`config.mk`:
```
export PLATFORM = sky130hd
export DESIGN_NAME = ldp_mulsh
export DESIGN_NICKNAME = d
export VERILOG_FILES = /design/src/rtl/ldp_pkg.sv /design/src/rtl/ldp_mulsh.sv
export SDC_FILE = /design/constraint.sdc
export NUM_CORES = 2
export LEC_CHECK = 0
export ABC_AREA = 1
export BUFFER_PORTS_ARGS = -buffer_cell sky130_fd_sc_hd__buf_2
export CAP_MARGIN = 15
export CORE_MARGIN = 10
export CORE_UTILIZATION = 40
export CTS_CLUSTER_SIZE = 25
export DETAILED_ROUTE_END_ITERATION = 8
export HOLD_SLACK_MARGIN = 0.1
export PLACE_DENSITY = 0.57
export SLEW_MARGIN = 10
export SYNTH_ARGS = -nofsm -noshare
export SYNTH_HDL_FRONTEND = slang
export SYNTH_SLANG_ARGS = --single-unit
```
`constraint.sdc`:
```
create_clock -name clk -period 6.22 [get_ports clk]
set_clock_uncertainty 0.05 [all_clocks]
set_input_delay 1.244 -clock clk [delete_from_list [all_inputs] [get_ports clk]]
set_output_delay 1.244 -clock clk [all_outputs]
set_load 0.005 [all_outputs]
```
`src/rtl/ldp_pkg.sv`:
```
// Shared types, constants and saturating add for the lens distortion pipeline.
package ldp_pkg;

    // Width of one partial-product chunk of the pipelined multipliers.
    localparam int CHUNK_W = 32;

    // Configuration register indexes.
    localparam logic [2:0] REG_K1 = 3'd0;
    localparam logic [2:0] REG_K2 = 3'd1;
    localparam logic [2:0] REG_K3 = 3'd2;
    localparam logic [2:0] REG_P1 = 3'd3;
    localparam logic [2:0] REG_P2 = 3'd4;

    typedef logic signed [63:0] wide_t;

    // Intermediates saturate to +/-(2^63 - 1).
    localparam wide_t W64_MAX = 64'sh7FFF_FFFF_FFFF_FFFF;
    localparam wide_t W64_NEG = 64'sh8000_0000_0000_0001;

    typedef struct packed {
        logic signed [63:0] val;
        logic               ov;
    } sat_sum_t;

    function automatic sat_sum_t sat_add(input wide_t a, input wide_t b);
        logic signed [64:0] sum;
        sat_sum_t           r;
        sum = 65'(a) + 65'(b);
        if (sum > 65'(W64_MAX)) begin
            r.val = W64_MAX;
            r.ov  = 1'b1;
        end else if (sum < 65'(W64_NEG)) begin
            r.val = W64_NEG;
            r.ov  = 1'b1;
        end else begin
            r.val = sum[63:0];
            r.ov  = 1'b0;
        end
        return r;
    endfunction

endpackage

```
`src/rtl/ldp_mulsh.sv`:
```
// Four-stage signed multiply, truncating right shift and 64-bit saturation.
module ldp_mulsh #(
    parameter int AW = 32,
    parameter int BW = 32,
    parameter int SH = 24
) (
    input  logic                 clk,
    input  logic [3:0]           en,
    input  logic signed [AW-1:0] a,
    input  logic signed [BW-1:0] b,
    output ldp_pkg::wide_t       res,
    output logic                 ov
);

    localparam int CW = ldp_pkg::CHUNK_W;
    localparam int NA = AW / CW;
    localparam int NB = BW / CW;
    localparam int PW = AW + BW;

    logic [AW-1:0]   a_mag;
    logic [BW-1:0]   b_mag;
    logic [AW-1:0]   a_mag_reg;
    logic [BW-1:0]   b_mag_reg;
    logic [2:0]      neg_reg;
    logic [63:0]     pp_next [NA*NB];
    logic [63:0]     pp_reg  [NA*NB];
    logic [PW-1:0]   prod_next;
    logic [PW-1:0]   prod_reg;
    logic [PW-1:0]   quot;
    logic            sat;
    logic [63:0]     mag;
    ldp_pkg::wide_t  res_next;
    ldp_pkg::wide_t  res_reg;
    logic            ov_reg;

    // magnitudes; the most negative input maps to its unsigned value
    assign a_mag = a[AW-1] ? (~a + AW'(1)) : a;
    assign b_mag = b[BW-1] ? (~b + BW'(1)) : b;

    always_comb
    begin
        for (int i = 0; i < NA; i++)
        begin
            for (int j = 0; j < NB; j++)
            begin
                pp_next[i*NB+j] = a_mag_reg[CW*i +: CW] * b_mag_reg[CW*j +: CW];
            end
        end
    end

    always_comb
    begin
        prod_next = '0;
        for (int i = 0; i < NA; i++)
        begin
            for (int j = 0; j < NB; j++)
            begin
                prod_next = prod_next + (PW'(pp_reg[i*NB+j]) << (CW * (i + j)));
            end
        end
    end

    always_comb
    begin
        quot     = prod_reg >> SH;
        sat      = |quot[PW-1:63];
        mag      = sat ? 64'(ldp_pkg::W64_MAX) : quot[63:0];
        res_next = neg_reg[2] ? (~mag + 64'd1) : mag;
    end

    always_ff @(posedge clk)
    begin
        if (en[0])
        begin
            a_mag_reg  <= a_mag;
            b_mag_reg  <= b_mag;
            neg_reg[0] <= a[AW-1] ^ b[BW-1];
        end
        if (en[1])
        begin
            for (int k = 0; k < NA*NB; k++)
            begin
                pp_reg[k] <= pp_next[k];
            end
            neg_reg[1] <= neg_reg[0];
        end
        if (en[2])
        begin
            prod_reg   <= prod_next;
            neg_reg[2] <= neg_reg[1];
        end
        if (en[3])
        begin
            res_reg <= res_next;
            ov_reg  <= sat;
        end
    end

    assign res = res_reg;
    assign ov  = ov_reg;

endmodule

```
Word level (Yosys, flattened, before mapping)
Memories as Yosys holds them, arrays and structs flattened. A register that Yosys moved wholly into a read port is not among the register bits.
Cells that the tools add are included.
Storage, ports and cells
  flip-flop bits (word level): 131
  RAM bits: 64
  bits of input ports: 69
  output and inout port bits: 65
  word-level logic and storage cells: 23
  memories: 1
Memory list
  pp_reg: depth 1, width 64, read ports 1, clocked after memory_dff 1, write ports 1, line ldp_mulsh.sv:26  | logic [63:0] pp_reg [NA*NB];
Cells by class
  add/subtract/negate cells: 3
  $mul: 1
  multiplexer cells: 5
  bitwise gates (word level): 4
Operators by type and width (count)
  adder 32 x 2 -> 32 bit (second input constant): 2
  adder 64 x 1 -> 64 bit (second input constant): 1
  multiplier 32 x 32 -> 64 bit: 1
  NOT 32 bit: 2
  NOT 40 -> 64 bit: 1
  2-to-1 mux 31 bit: 2
  2-to-1 mux 40 bit: 1
  2-to-1 mux 1 bit: 2
  bitwise XOR 1 bit: 1

Longest topological paths before layout
  depth in word-level cells: 3
  gate-level depth with buffers: 30
  depth with buffers taken out: 29

Worst setup path before layout
OpenSTA, ideal clock, no wires.
  path kind: register to register
  start point: reg b_mag_reg[5]
  end point: mem pp_reg[0][52], data pin
  arrival time: 6108 ps
  required time: 5918 ps
  path slack: -191 ps
  cell stages (with the launch flop): 26
  buffers on the path: 1
  period minus slack after synthesis: 6411 ps
  cells stage by stage: edfxtp_1 clkbuf_1 nand2_1 fa_1 inv_1 fa_1 fa_1 inv_1 fa_1 inv_1 fa_1 fa_1 fa_1 inv_1 fa_1 inv_1 ha_1 a21oi_1 a21boi_0 nand2_1 a21oi_1 nor2_1 nor2_1 nand2_1 nand2_1 nand2_1
RTL lines
  start: declaration: line ldp_mulsh.sv:23  | logic [BW-1:0] b_mag_reg;
  start signal: assignment: line ldp_mulsh.sv:76  | b_mag_reg <= b_mag;
  end: declaration: line ldp_mulsh.sv:26

==> results.toml <==
[outcome]
status = "finished, violations left"
violations = "negative setup slack"

[yosys]
avgSynthCellArea_sq_um = 8.062
synthDistinctLibCells = 50
synth_area_leader_cell = "fa_1"
ys_seq_area_share_pct = 14.24
yosys-top-cells-count = "inv_1 (1705), nand2_1 (1470), fa_1 (895), ha_1 (263), nor2_1 (242)"
async_reset_ff_share_pct = 0
synthDominantCellAreaShare_pct = 40.26
synthTopCellsByArea = "fa_1 (40%), inv_1 (14%), edfxtp_1 (14%)"
syn_nets = 6747
yosysMostFrequentCell = "inv_1"
yosys_warnings = 0
synthesis.instances = 5520
synth_edf_count = 211
synth_area_sq_mm = 0.04450
ys_ff_latch = 211
ys.flop_type = "edfxtp_1"

[placement]
gp_congestion = 0.9093
place.port_buffers = 132
dp_cells = 7334
place_ws_ns = -0.6778
post_dp_cell_area_sq_mm = 0.05049
dp_hpwl_um = 108800

[floorplan]
die_width_um = 353.6
num_io_pins = 134
die_height_um = 353.6
core.rowCount = 122
initial_core_util_pct = 40.27
core_sq_mm = 0.1105
dieArea_sq_mm = 0.1250

[drt]
routed_wl_um = 126600
top_layer_used = "met5"
wirelength_met1_um = 55140
drc = 0
vias_per_cell = 4.685
drtIter0Drc = 1940
wl_met2_um = 61900
route.vias.total = 34830
ant_nets = 0
firstDrtPassIters = 6
routedWlPerCell_um = 17.03
wl_met3_um = 6929

[layout]
largest_register_ffs = 64
stdcell_area_sq_mm = 0.05333
area_delta_synth_final_pct = 19.83
fillers = 10746
diodes = 0
drive_above_1_share_pct = 17.19
stdcell_count = 7434
nets = 7155
register_area_sq_mm = 0.006336
multi_input_area_sq_mm = 0.03240

[setup_path]
crit_path_top_delay_cell = "fa_1"
path_class = "flip-flop to flip-flop"
critPathMostFrequentCell = "fa_1"
crit_fanout = 4
cp_data_required_time_ns = 6.49
cpPeakStageDelay_ns = 0.57
worstPathArrival_ns = 6.99
start_kind = "flip-flop"
worstSetupEndpointType = "flip-flop"

[clock_network]
clockBufferDepth = 3
h-tree-depth = 1
cts_tree = "yes"
clk_pin_slew_ns = 0.06
hold_buffers = 0
ctsRootBufferMaster = "clkbuf_16"
clock_latency_ns = 0.58
cts_buffers = 25
clkSinkCount = 211

[timing]
setup_slack_ns = -0.4994
setup_viol = 40
fmax_mhz = 148.8
final.period_utilization_pct = 108.0
worst_pin_slew_ns = 1.029
hold_viol_final = 0
maxSlewViolCount = 0
rsz0062_at_grt = "yes"
slew_headroom_pct = 31.41
min_period_ns = 6.719

[global_routing]
grt_overflow_total = 0
grt_pass1_wl_um = 206600
grt_pass1_vias = 37826
track_usage_pct = 20.57
antenna_found_initial = 1
grt_max_degree = 66

[min_path]
hold_class = "flip-flop to flip-flop"

[job]
cap_violations = 0
[routing by layer]
metal  GRT usage, %  vias up
li1               -    16423
met1          27.05    17403
met2          36.25      862
met3          2.775      140
met4          3.701        2
met5              0        -
[stage by stage]
stage	util (%)	TNS [ns]	hold WS (ns)
after floorplan	-	0	0.3503
after global placement	45.68	-20.40	0.3535
after detailed placement	45.68	-23.17	0.3545
after CTS	47.92	-15.33	0.3698
after global routing	48.25	-26.59	0.3756
final	48.25	-16.68	0.3689
[final timing paths]
check,slack [ns],from,cells after the start,endpoint
max,-0.50,a_mag_reg[25],25,pp_reg[0][45]
min,0.37,pp_reg[0][46],0,prod_reg[46]
max reg2reg,-0.50,a_mag_reg[25],25,pp_reg[0][45]
min reg2reg,0.37,pp_reg[0][46],0,prod_reg[46]
[cells by family (layout without fill, tap and decap cells)]
logic type      count (synthesis)  count (layout)  synth area share, %
compound gates                226             226                2.803
xor+xnor                      107             107                2.106
fa+ha+maj                    1158            1158                47.65
buf+inv                      1924            2350                16.28
flops                         211             211                14.24
other cells                     1               1             0.008426
simple gates                 1893            1893                16.92
[critical path: cells and delay by family (launching register included)]
kind / cells / cell delay (ns)
and+or+nand+nor: 10 / 1.00
buffers and inverters: 6 / 0.58
adders and majority gates: 9 / 4.39
DFF: 1 / 0.41
[layout by cell type (no fill, tap or decap), types with 21 or more instances in the layout]
master and n:
a21oi_1 52, a21oi_2 54, buf_12 91, buf_2 132, buf_4 339, buf_6 21
clkbuf_16 26, edfxtp_1 211, fa_1 857, fa_2 38, ha_1 224, ha_4 39
inv_1 1657, inv_2 54, nand2_1 1408, nand2_2 56, nand3_1 78, nor2_1 176
nor2_2 49, nor2_4 35, nor3_1 21, o21ai_0 53, o21ai_1 22, xor2_1 84
[what timing repair did]
action	4_1_cts	5_1_grt
endpoints found under the setup margin	40	40
gates resized for setup	318	95
buffers inserted	42	7
hold endpoints to repair	0	0
gates cloned	5	1
pin swaps	163	48
[final cells by class]
class                           count  share of cell area [%]
Clock inverter                     16                  0.3496
Clock buffer                       29                   1.201
Sequential cell                   211                   11.88
Tap cell                         1488                   3.491
Multi-Input combinational cell   3385                   60.76
Inverter                         1715                   12.08
Timing Repair Buffer              590                   10.23
Power is left out: the tool's default activity adds up to more than one toggle a clock period on the data nets, which glitch-free logic cannot reach.
